## src/design/tpq_pkg.sv

```systemverilog
// tpq_pkg: shared types, register codes and reset values for the touch press qualifier
// used by every module of the block; depends on nothing

package tpq_pkg;

	// default widths of the sample and tick paths
	localparam int TPQ_SAMPLE_BITS = 12;
	localparam int TPQ_TICK_BITS = 4;

	// register file layout
	localparam int CFG_LEVEL_BITS = 12;
	localparam int CFG_HOLD_BITS = 4;
	localparam int CFG_DATA_BITS = 12;
	localparam int CFG_INDEX_BITS = 3;

	// register indexes
	typedef enum logic [CFG_INDEX_BITS-1:0] {
		REG_PRESS_THRESHOLD = 3'd0,
		REG_STABILITY_LIMIT = 3'd1,
		REG_Y_MINIMUM = 3'd2,
		REG_DOWN_HOLD_TICKS = 3'd3,
		REG_UP_HOLD_TICKS = 3'd4
	} cfg_reg_t;

	// register reset values
	localparam logic [CFG_LEVEL_BITS-1:0] RST_PRESS_THRESHOLD = 12'd100;
	localparam logic [CFG_LEVEL_BITS-1:0] RST_STABILITY_LIMIT = 12'd20;
	localparam logic [CFG_LEVEL_BITS-1:0] RST_Y_MINIMUM = 12'd400;
	localparam logic [CFG_HOLD_BITS-1:0] RST_DOWN_HOLD_TICKS = 4'd4;
	localparam logic [CFG_HOLD_BITS-1:0] RST_UP_HOLD_TICKS = 4'd10;

	// press/release machine states
	typedef enum logic [1:0] {
		ST_RELEASED = 2'd0,
		ST_RELEASING = 2'd1,
		ST_PRESSING = 2'd2,
		ST_PRESSED = 2'd3
	} press_state_t;

	// current register contents
	typedef struct packed {
		logic [CFG_LEVEL_BITS-1:0] press_threshold;
		logic [CFG_LEVEL_BITS-1:0] stability_limit;
		logic [CFG_LEVEL_BITS-1:0] y_minimum;
		logic [CFG_HOLD_BITS-1:0] down_hold_ticks;
		logic [CFG_HOLD_BITS-1:0] up_hold_ticks;
	} cfg_t;

	// one-shot events of one item
	typedef struct packed {
		logic press_start;
		logic press_hold;
		logic release_start;
		logic release_hold;
	} events_t;

endpackage

```

## src/design/tpq_cfg_regs.sv

```systemverilog
// tpq_cfg_regs: configuration registers of the touch press qualifier
// depends on tpq_pkg

module tpq_cfg_regs
	import tpq_pkg::*;
(
	input  logic clk,
	input  logic arst_n,
	input  logic cfg_write,
	input  logic [CFG_INDEX_BITS-1:0] cfg_index,
	input  logic [CFG_DATA_BITS-1:0] cfg_data,
	output cfg_t cfg
);

	cfg_t cfg_q;

	// register writes, unknown indexes ignored
	always_ff @(posedge clk or negedge arst_n) begin
		if (!arst_n) begin
			cfg_q.press_threshold <= RST_PRESS_THRESHOLD;
			cfg_q.stability_limit <= RST_STABILITY_LIMIT;
			cfg_q.y_minimum <= RST_Y_MINIMUM;
			cfg_q.down_hold_ticks <= RST_DOWN_HOLD_TICKS;
			cfg_q.up_hold_ticks <= RST_UP_HOLD_TICKS;
		end else if (cfg_write) begin
			unique case (cfg_index)
				REG_PRESS_THRESHOLD: cfg_q.press_threshold <= cfg_data[CFG_LEVEL_BITS-1:0];
				REG_STABILITY_LIMIT: cfg_q.stability_limit <= cfg_data[CFG_LEVEL_BITS-1:0];
				REG_Y_MINIMUM: cfg_q.y_minimum <= cfg_data[CFG_LEVEL_BITS-1:0];
				REG_DOWN_HOLD_TICKS: cfg_q.down_hold_ticks <= cfg_data[CFG_HOLD_BITS-1:0];
				REG_UP_HOLD_TICKS: cfg_q.up_hold_ticks <= cfg_data[CFG_HOLD_BITS-1:0];
				default: ;
			endcase
		end
	end

	assign cfg = cfg_q;

endmodule

```

## src/design/tpq_core.sv

```systemverilog
// tpq_core: press qualification, press/release state machine and hold counters
// depends on tpq_pkg; steps once for every item that moves to the result register

module tpq_core
	import tpq_pkg::*;
#(
	parameter int SAMPLE_BITS = TPQ_SAMPLE_BITS,
	parameter int TICK_BITS = TPQ_TICK_BITS
) (
	input  logic clk,
	input  logic arst_n,
	input  logic step,
	input  cfg_t cfg,
	input  logic [SAMPLE_BITS-1:0] x1,
	input  logic [SAMPLE_BITS-1:0] x2,
	input  logic [SAMPLE_BITS-1:0] y,
	output logic report_valid,
	output logic [SAMPLE_BITS-1:0] raw_x,
	output logic [SAMPLE_BITS-1:0] raw_y,
	output logic [1:0] touch_state,
	output logic [TICK_BITS-1:0] hold_time,
	output events_t events
);

	localparam int LIM_W = (TICK_BITS > CFG_HOLD_BITS) ? TICK_BITS : CFG_HOLD_BITS;
	localparam logic [LIM_W-1:0] TICK_MAX_W = LIM_W'({TICK_BITS{1'b1}});

	press_state_t state_q, state_d;
	logic [TICK_BITS-1:0] press_ticks_q, press_ticks_d;
	logic [TICK_BITS-1:0] release_ticks_q, release_ticks_d;
	logic ph_armed_q, ph_armed_d;
	logic rs_armed_q, rs_armed_d;
	logic rh_armed_q, rh_armed_d;

	logic [SAMPLE_BITS-1:0] diff;
	logic is_press, is_valid;
	logic [LIM_W-1:0] down_lim_w, up_lim_w;
	logic [TICK_BITS-1:0] down_lim, up_lim;
	logic down_open, up_open, was_down;

	// qualification of the sampling pass
	always_comb begin
		diff = (x1 >= x2) ? (x1 - x2) : (x2 - x1);
		is_press = x1 > SAMPLE_BITS'(cfg.press_threshold);
		is_valid = is_press && (diff < SAMPLE_BITS'(cfg.stability_limit))
			&& (y > SAMPLE_BITS'(cfg.y_minimum));
	end

	// hold limits clipped to the counter range
	always_comb begin
		down_lim_w = LIM_W'(cfg.down_hold_ticks);
		up_lim_w = LIM_W'(cfg.up_hold_ticks);
		down_lim = (down_lim_w > TICK_MAX_W) ? TICK_BITS'(TICK_MAX_W) : TICK_BITS'(down_lim_w);
		up_lim = (up_lim_w > TICK_MAX_W) ? TICK_BITS'(TICK_MAX_W) : TICK_BITS'(up_lim_w);
		down_open = press_ticks_q < down_lim;
		up_open = release_ticks_q < up_lim;
		was_down = (state_q == ST_PRESSING) || (state_q == ST_PRESSED);
	end

	// next state and counters
	always_comb begin
		state_d = state_q;
		press_ticks_d = press_ticks_q;
		release_ticks_d = release_ticks_q;
		ph_armed_d = ph_armed_q;
		rs_armed_d = rs_armed_q;
		rh_armed_d = rh_armed_q;
		if (is_valid) begin
			if (was_down) begin
				state_d = ST_PRESSED;
				if (down_open) begin
					press_ticks_d = press_ticks_q + TICK_BITS'(1);
				end else begin
					ph_armed_d = 1'b0;
				end
			end else begin
				state_d = ST_PRESSING;
				press_ticks_d = '0;
				ph_armed_d = 1'b1;
				rs_armed_d = 1'b1;
			end
		end else if (!is_press) begin
			if (was_down) begin
				state_d = ST_RELEASING;
				release_ticks_d = '0;
				rs_armed_d = 1'b0;
				rh_armed_d = 1'b1;
			end else begin
				state_d = ST_RELEASED;
				if (up_open) begin
					release_ticks_d = release_ticks_q + TICK_BITS'(1);
				end else begin
					rh_armed_d = 1'b0;
				end
			end
		end
	end

	// result fields and events
	always_comb begin
		report_valid = is_valid;
		raw_x = is_valid ? x2 : '0;
		raw_y = is_valid ? y : '0;
		touch_state = state_d;
		hold_time = (state_d == ST_PRESSED) ? press_ticks_d : '0;
		events.press_start = is_valid && !was_down;
		events.press_hold = is_valid && was_down && !down_open && ph_armed_q;
		events.release_start = !is_press && was_down && rs_armed_q;
		events.release_hold = !is_press && !was_down && !up_open && rh_armed_q;
	end

	// state registers
	always_ff @(posedge clk or negedge arst_n) begin
		if (!arst_n) begin
			state_q <= ST_RELEASED;
			press_ticks_q <= '0;
			release_ticks_q <= '0;
			ph_armed_q <= 1'b0;
			rs_armed_q <= 1'b0;
			rh_armed_q <= 1'b0;
		end else if (step) begin
			state_q <= state_d;
			press_ticks_q <= press_ticks_d;
			release_ticks_q <= release_ticks_d;
			ph_armed_q <= ph_armed_d;
			rs_armed_q <= rs_armed_d;
			rh_armed_q <= rh_armed_d;
		end
	end

endmodule

```

## src/design/touch_press_qualifier.sv

```systemverilog
// touch_press_qualifier: top level, input register, result register and glue
// depends on tpq_pkg, tpq_cfg_regs and tpq_core
//
//  channel | handshake            | payload
//  --------+----------------------+------------------------------------------------
//  in      | in_valid / in_stall  | first_x_sample, second_x_sample, y_sample
//  out     | out_valid / out_stall| report_valid, raw_x, raw_y, touch_state,
//          |                      | hold_time, four event flags
//  cfg     | cfg_write            | cfg_index, cfg_data
//
// every item gives one result; it passes from the input register to the result register,
// where out_valid rises, and out_stall can hold it in either register on the way
// one item per cycle is sustained while out_stall is low: the state update sits between
// the input register and the result register
// reset returns the state machine to released and the config registers to their defaults
// a stalled result holds while one more item waits in the input register

module touch_press_qualifier
	import tpq_pkg::*;
#(
	parameter int SAMPLE_BITS = TPQ_SAMPLE_BITS,
	parameter int TICK_BITS = TPQ_TICK_BITS
) (
	input  logic clk,
	input  logic arst_n,
	input  logic cfg_write,
	input  logic [CFG_INDEX_BITS-1:0] cfg_index,
	input  logic [CFG_DATA_BITS-1:0] cfg_data,
	input  logic in_valid,
	output logic in_stall,
	input  logic [SAMPLE_BITS-1:0] first_x_sample,
	input  logic [SAMPLE_BITS-1:0] second_x_sample,
	input  logic [SAMPLE_BITS-1:0] y_sample,
	output logic out_valid,
	input  logic out_stall,
	output logic report_valid,
	output logic [SAMPLE_BITS-1:0] raw_x,
	output logic [SAMPLE_BITS-1:0] raw_y,
	output logic [1:0] touch_state,
	output logic [TICK_BITS-1:0] hold_time,
	output logic press_start_event,
	output logic press_hold_event,
	output logic release_start_event,
	output logic release_hold_event
);

	cfg_t cfg;

	logic valid_s1;
	logic [SAMPLE_BITS-1:0] x1_s1, x2_s1, y_s1;

	logic valid_s2;
	logic report_valid_s2;
	logic [SAMPLE_BITS-1:0] raw_x_s2, raw_y_s2;
	logic [1:0] touch_state_s2;
	logic [TICK_BITS-1:0] hold_time_s2;
	events_t events_s2;

	logic load_s2, step;
	logic core_valid;
	logic [SAMPLE_BITS-1:0] core_raw_x, core_raw_y;
	logic [1:0] core_state;
	logic [TICK_BITS-1:0] core_hold;
	events_t core_events;

	tpq_cfg_regs u_cfg_regs (
		.clk (clk),
		.arst_n (arst_n),
		.cfg_write (cfg_write),
		.cfg_index (cfg_index),
		.cfg_data (cfg_data),
		.cfg (cfg)
	);

	// flow control between the two registers
	assign load_s2 = !valid_s2 || !out_stall;
	assign step = valid_s1 && load_s2;
	assign in_stall = valid_s1 && !load_s2;

	// input register
	always_ff @(posedge clk or negedge arst_n) begin
		if (!arst_n) begin
			valid_s1 <= 1'b0;
		end else if (!in_stall) begin
			valid_s1 <= in_valid;
		end
	end

	always_ff @(posedge clk) begin
		if (!in_stall && in_valid) begin
			x1_s1 <= first_x_sample;
			x2_s1 <= second_x_sample;
			y_s1 <= y_sample;
		end
	end

	tpq_core #(
		.SAMPLE_BITS (SAMPLE_BITS),
		.TICK_BITS (TICK_BITS)
	) u_core (
		.clk (clk),
		.arst_n (arst_n),
		.step (step),
		.cfg (cfg),
		.x1 (x1_s1),
		.x2 (x2_s1),
		.y (y_s1),
		.report_valid (core_valid),
		.raw_x (core_raw_x),
		.raw_y (core_raw_y),
		.touch_state (core_state),
		.hold_time (core_hold),
		.events (core_events)
	);

	// result register
	always_ff @(posedge clk or negedge arst_n) begin
		if (!arst_n) begin
			valid_s2 <= 1'b0;
		end else if (load_s2) begin
			valid_s2 <= valid_s1;
		end
	end

	always_ff @(posedge clk) begin
		if (step) begin
			report_valid_s2 <= core_valid;
			raw_x_s2 <= core_raw_x;
			raw_y_s2 <= core_raw_y;
			touch_state_s2 <= core_state;
			hold_time_s2 <= core_hold;
			events_s2 <= core_events;
		end
	end

	assign out_valid = valid_s2;
	assign report_valid = report_valid_s2;
	assign raw_x = raw_x_s2;
	assign raw_y = raw_y_s2;
	assign touch_state = touch_state_s2;
	assign hold_time = hold_time_s2;
	assign press_start_event = events_s2.press_start;
	assign press_hold_event = events_s2.press_hold;
	assign release_start_event = events_s2.release_start;
	assign release_hold_event = events_s2.release_hold;

endmodule

```

## config.mk

```make
export PLATFORM = sky130hd
export DESIGN_NAME = touch_press_qualifier
export DESIGN_NICKNAME = d
export VERILOG_FILES = /design/src/design/tpq_pkg.sv /design/src/design/tpq_cfg_regs.sv /design/src/design/tpq_core.sv /design/src/design/touch_press_qualifier.sv
export SDC_FILE = /design/constraint.sdc
export NUM_CORES = 1
export LEC_CHECK = 0
export BUFFER_PORTS_ARGS = -buffer_cell sky130_fd_sc_hd__buf_4
export CAP_MARGIN = 20
export CORE_MARGIN = 1.5
export CORE_UTILIZATION = 38
export CTS_BUF_LIST = sky130_fd_sc_hd__clkbuf_4 sky130_fd_sc_hd__clkbuf_8
export DETAILED_ROUTE_END_ITERATION = 16
export PLACE_DENSITY = 0.54
export SLEW_MARGIN = 10
export SYNTH_ARGS = -nofsm -noshare
export SYNTH_HDL_FRONTEND = slang
export SYNTH_HIERARCHICAL = 1
export SYNTH_SLANG_ARGS = --single-unit
export TNS_END_PERCENT = 20
```

## constraint.sdc

```tcl
create_clock -name clk -period 9.95 [get_ports clk]
set_input_delay 0.4975 -clock clk [delete_from_list [all_inputs] [get_ports clk]]
set_output_delay 0.4975 -clock clk [all_outputs]
set_load 0.05 [all_outputs]
```

==> impl_metrics.yaml, run 1 <==
layout:
  fin_nets: 805
  layout-drive-gt1-share: 0.288
  final_cells: 921
  multiInputGateArea_um2: 3130
  fillers: 1694
  n_antenna_cell: 0
  area_growth_pct: 18.6
  seq_area_um2: 3620
cts:
  clk_pin_slew_ns: 0.08
  clock_latency_ns: 0.45
  cts_sinks: 130
  cts_setup_buffers: 0
  hold_buffers: 0
  cts-resized-gates: 0
  ctsHtreeMaxLevel: 4
  clockBufferDepth: 2
  cts_tree: "done"
  root_buffer: "clkbuf_8"
  cts_buffers: 17
sta:
  clock-skew-final_ns: 0.0138
  setup_viol: 0
  finalHoldViolCount: 0
  tightest_slew_ns: 0.982
  slew_headroom: 0.344
  grt_setup_unrepaired: "no"
  fin_setup_tns_ns: 0
  fin_crit_sh: 0.559
  drv_slew: 0
  fin_crit_ns: 5.57
  max_freq_mhz: 180
synth:
  syn_inst: 586
  ys_ff_latch: 130
  yosysWarnings: 6
  synth-edff-count: 71
  synth_async_sr_flop_share: 0.454
  synthTopCellsByCount: "edfxtp_1, inv_1, ha_1"
  syn_avg_cell_area_um2: 12.2
  yosysUniqueCellTypes: 62
  syn_area_um2: 7130
  ys.flop_type: "edfxtp_1"
  synth_top_area_cell: "edfxtp_1"
  yosysMostFrequentCell: "edfxtp_1"
  synthTopCellsByArea: "edfxtp_1, dfrtp_1, ha_1, mux2_2, mux2_4"
  yosys.area.top_type_share: 0.299
  synth.yosys.seq_area_share: 0.508
  syn_nets: 712
placement:
  dp.final_hpwl_um: 12200
  dpl.cell_count: 889
  place_congestion: 0.863
  io_buffers: 92
pwr:
  p_leak_nw: 3.81
  pwr-share-seq: 0.409
  p_comb_frac: 0.320
  ir_drop_uv: 97.4
  p_switching_w: 0.000639
  intPower_w: 0.00121
  clkPwrFrac: 0.272
  swShare: 0.346
  p_per_area_nw_per_um2: 219
run_status:
  status: "complete, but fails checks"
  violations: "DRC"
floorplan:
  fp.dieW_um: 140
  initial_core_util: 0.393
  die_h_um: 140
  dieArea_um2: 19600
  rows: 49
  core_region_area_um2: 18100
  ioPinCount: 93
setup_path:
  path_class: "reg -> reg"
  cp.required_ns: 10.23
  critical_path.cell_chain: "inv_1 -> ha_1 -> nand4_1 -> a311o_1 -> o211ai_1 -> a21o_1 -> mux2_4 -> o21ai_1 -> xor2_1 -> ha_1 -> a21o_1 -> a21o_1 -> a221oi_1 -> o211ai_1 -> a21o_1 -> nor2_1 -> ha_1 -> a31oi_1 -> a31oi_1"
  worst_setup_path_end_kind: "register"
  start_kind: "register"
  cp_slowest_cell: "nor2_1"
  crit_fanout: 15
  critPathTopFamily: "compound AO/OA/AOI/OAI gates"
  cp_common_cell: "a21o_1"
  cp.arrival_ns: 5.85
  cp_slowest_stage_delay_ns: 0.70
  path_buf_inv: 1
routing:
  vias: 4717
  wl_um: 16500
  drtIter0Drc: 257
  vias_per_cell: 5.12
  post-route-drc-count: 4
  drt_first_pass_iters: 10
  wl_per_cell_um: 17.9
  ant_nets: 0
global_route:
  antenna_found_initial: 0
  grt_pass1_vias: 4919
  track_usage: 0.179
  grt_max_degree: 60
  grt_overflow: 0
  grt_pass1_wl_um: 26500
run:
  max_cap_viol_count: 0
hold_path:
  hold_class: "in -> async"
## path summary, 6_finish.rpt
| path | startpoint | endpoint | slack (ns) | cells past startpoint |
|---|---|---|---|---|
| worst max-delay path | x1_s1[6]$_DFFE_PP_ | u_core/rs_armed_q$_DFFE_PN0P_ | 4.38 | 19 |
| worst min-delay path | arst_n | u_core/release_ticks_q[2]$_DFFE_PN0P_ | 0.12 | 1 |
| worst max register to register | x1_s1[6]$_DFFE_PP_ | u_core/rs_armed_q$_DFFE_PN0P_ | 4.38 | 19 |
| worst min register to register | u_cfg_regs/cfg[20]$_DFFE_PN0P_ | u_cfg_regs/cfg[20]$_DFFE_PN0P_ | 0.51 | 1 |
| max in group asynchronous | arst_n | out_valid$_DFFE_PN0P_ | 9.33 | 1 |
| min in group clk | first_x_sample[7] | x1_s1[7]$_DFFE_PP_ | 0.22 | 1 |
## sequential cells by signal, indices dropped and copies added, names as in the netlist, 2 cells and up
name / flops
u_cfg_regs/cfg: 44
raw_x: 12
raw_y: 12
x1_s1: 12
x2_s1: 12
y_s1: 12
hold_time: 4
u_core/press_ticks_q: 4
u_core/release_ticks_q: 4
touch_state: 2
u_core/state_q: 2
## cells in the final DEF, fill, tap and decap left out, types with 4 or more instances in the layout
| master | count |
|---|---|
| mux2_4 | 21 |
| nor2_1 | 9 |
| mux2_2 | 28 |
| nand3_1 | 15 |
| buf_4 | 95 |
| and2_1 | 15 |
| o21ai_0 | 19 |
| clkbuf_8 | 18 |
| a21o_1 | 24 |
| xor2_1 | 4 |
| bufinv_16 | 4 |
| xnor2_1 | 6 |
| mux2i_1 | 5 |
| edfxtp_1 | 71 |
| o21a_1 | 4 |
| a211o_1 | 4 |
| nor3_1 | 13 |
| inv_1 | 69 |
| and3_1 | 5 |
| nand2_1 | 18 |
| a21oi_1 | 25 |
| ha_1 | 68 |
| o211ai_1 | 6 |
| a31oi_1 | 5 |
| dfrtp_1 | 48 |
| nor2b_1 | 5 |
| nand2b_1 | 8 |
| dfstp_2 | 11 |
| nand4_1 | 12 |
## cell type report
class,count,area share
multi-input combinational,366,0.371
clock inverter,13,0.0218
timing repair buffer,95,0.0844
clock buffer,19,0.0302
inverter,69,0.0306
tap,229,0.0339
sequential,130,0.429
## per-layer routing
layer | up-vias | GRT usage | wire length, um
met4 | 0 | 0.0504 | 158
li1 | 2305 | - | -
met3 | 10 | 0.0407 | 538
met5 | - | 0 | 0
met2 | 96 | 0.300 | 8190
met1 | 2306 | 0.232 | 7600
## logic make-up (layout without fill, tap and decap cells)
kind of cell / after synthesis / after routing / synth area share
fa+ha+maj: 70 / 70 / 0.125
simple gates: 119 / 119 / 0.0988
compound gates: 113 / 113 / 0.106
flops: 130 / 130 / 0.508
xor+xnor: 10 / 10 / 0.0123
mux: 54 / 54 / 0.0955
buf+inv: 90 / 196 / 0.0539
## per-stage QoR
step                area, um2  worst slack (ns)  hold WS [ns]   util  total power (W)
floorplan                7130              4.84         0.202      -          0.00118
global placement         8010              4.40         0.486  0.442          0.00135
detailed placement       8010              4.30         0.489  0.442          0.00136
CTS                      8450              4.27         0.140  0.466          0.00187
global route             8450              3.86         0.150  0.466          0.00198
finish                   8450              4.38         0.121  0.466          0.00185
## power groups by stage
stage	clock network [W]	registers [W]	logic [W]
2_1_floorplan	0	0.000807	0.000373
3_3_place_gp	0	0.000763	0.000584
3_5_place_dp	0	0.000767	0.000594
4_1_cts	0.000518	0.000755	0.000598
5_1_grt	0.000545	0.000770	0.000661
6_report	0.000502	0.000755	0.000591
No activity file was read; power rests on OpenSTA's default activity.
==> inputs of run 2 (changes only) <==
==> constraint.sdc (replaced) <==
create_clock -name clk -period 5.6 [get_ports clk]
set_input_delay 0.28 -clock clk [delete_from_list [all_inputs] [get_ports clk]]
set_output_delay 0.28 -clock clk [all_outputs]
set_load 0.05 [all_outputs]
==> impl_metrics.yaml, run 2 (same netlist as run 1, synthesis figures left out) <==
setup_path:
  cp_slowest_stage_delay_ns: 0.42
  cp.arrival_ns: 5.25
  r2r_cells: 18
  start_kind: "register"
  cp_common_cell: "a21o_1"
  r2r_end: "hold_time[3]$_DFFE_PP_"
  critPathTopFamily: "compound AO/OA/AOI/OAI gates"
  worst_setup_path_end_kind: "register"
  cp.required_ns: 5.87
  critical_path.cell_chain: "inv_1 -> ha_1 -> nand4_1 -> a311o_1 -> o211ai_1 -> a21o_1 -> mux2_4 -> o21ai_1 -> xor2_1 -> ha_1 -> a21o_1 -> a21o_1 -> a221oi_1 -> o211ai_1 -> a21o_1 -> buf_4 -> or3_1 -> a31oi_1"
  reg2reg_from: "x1_s1[6]$_DFFE_PP_"
  crit_fanout: 14
  cp.depth: 18
  path_class: "reg -> reg"
  cp_slowest_cell: "ha_1"
  r2r_slack_ns: 0.62
  critPathLaunch: "x1_s1[6]$_DFFE_PP_"
  path_buf_inv: 2
hold_path:
  min_path_cells: 2
  worstHoldStart: "cfg_data[11]"
  hold_class: "in -> reg"
  hold_end: "u_cfg_regs/cfg[31]$_DFFE_PN0P_"
placement:
  io_buffers: 92
  pre_cts_ws_ns: 0.673
  place_congestion: 0.807
  dpl.cell_count: 891
  dp.final_hpwl_um: 12100
routing:
  ant_nets: 0
  vias: 4926
  post-route-drc-count: 4
  drt_first_pass_iters: 10
  wl_um: 16600
  vias_per_cell: 5.13
  drtIter0Drc: 214
  wl_per_cell_um: 17.3
cts:
  cts_setup_buffers: 0
  cts_buffers: 17
  cts_sinks: 130
  root_buffer: "clkbuf_8"
  clk_pin_slew_ns: 0.08
  clockBufferDepth: 2
  cts_tree: "done"
  clock_latency_ns: 0.44
  ctsHtreeMaxLevel: 4
sta:
  fin_setup_tns_ns: 0
  drv_slew: 0
  finalHoldViolCount: 0
  setup_viol: 0
  max_freq_mhz: 201
  grt_setup_unrepaired: "no"
  fin_crit_sh: 0.890
  fin_crit_ns: 4.98
  hold-worst-slack_ns: 0.0939
  slew_headroom: 0.349
  clock-skew-final_ns: 0.0171
  postLayoutSetupSlackWorst_ns: 0.617
  tightest_slew_ns: 0.972
layout:
  layout-drive-gt1-share: 0.275
  area_growth_pct: 24.1
  seq_area_um2: 3620
  n_antenna_cell: 0
  final_cells: 961
  fin_nets: 845
  final_common_cell: "buf_4"
  final_cell_mix: "buf_4, edfxtp_1, inv_1"
  fillers: 1661
  multiInputGateArea_um2: 3130
  largest_register_ffs: 44
floorplan:
  rows: 49
  ioPinCount: 93
  fp.dieW_um: 140
  initial_core_util: 0.393
  core_region_area_um2: 18100
  die_h_um: 140
  dieArea_um2: 19600
global_route:
  track_usage: 0.178
  grt_pass1_wl_um: 26600
  grt_max_degree: 60
  grt_overflow: 0
  antenna_found_initial: 0
  grt_pass1_vias: 5185
run_status:
  status: "complete, but fails checks"
  violations: "DRC"
run:
  max_cap_viol_count: 0
pwr:
  power_w: 0.00330
  p_leak_nw: 3.98
  ir_drop_uv: 168
  p_per_area_nw_per_um2: 373
## run 2: timing repair
item / CTS / global route
gates resized for setup: 0 / 0
endpoints found under the hold margin: 85 / 0
hold buffers: 38 / 0
## run 2: worst max-delay path by stage
stage                                                to
detailed placement               hold_time[3]$_DFFE_PP_
CTS                              hold_time[3]$_DFFE_PP_
global route                     hold_time[3]$_DFFE_PP_
global placement                 hold_time[3]$_DFFE_PP_
finish                           hold_time[3]$_DFFE_PP_
floorplan           u_core/press_ticks_q[0]$_DFFE_PN0P_
## run 2: per-layer routing
| metal | track usage | part of all wire |
|---|---|---|
| met1 | 0.224 | 0.45 |
| met4 | 0.0720 | 0.025 |
| met5 | 0 | 0 |
| met2 | 0.300 | 0.49 |
| met3 | 0.0379 | 0.037 |
## run 2: layout make-up
class | instances | area share
Clock buffer | 20 | 0.0290
Clock inverter | 12 | 0.0206
Inverter | 69 | 0.0293
Multi-Input combinational cell | 366 | 0.354
Sequential cell | 130 | 0.409
Tap cell | 229 | 0.0324
Timing Repair Buffer | 135 | 0.125
## run 2: metrics by stage
step,area [um2],util
2_1_floorplan,7130,-
3_3_place_gp,8030,0.442
3_5_place_dp,8030,0.442
4_1_cts,8850,0.488
5_1_grt,8850,0.488
6_report,8850,0.488
## run 2: where the power goes
group | internal [W] | switching (W)
Clock | 0.000502 | 0.000378
Combinational | 0.000459 | 0.000616
Sequential | 0.00121 | 0.000135
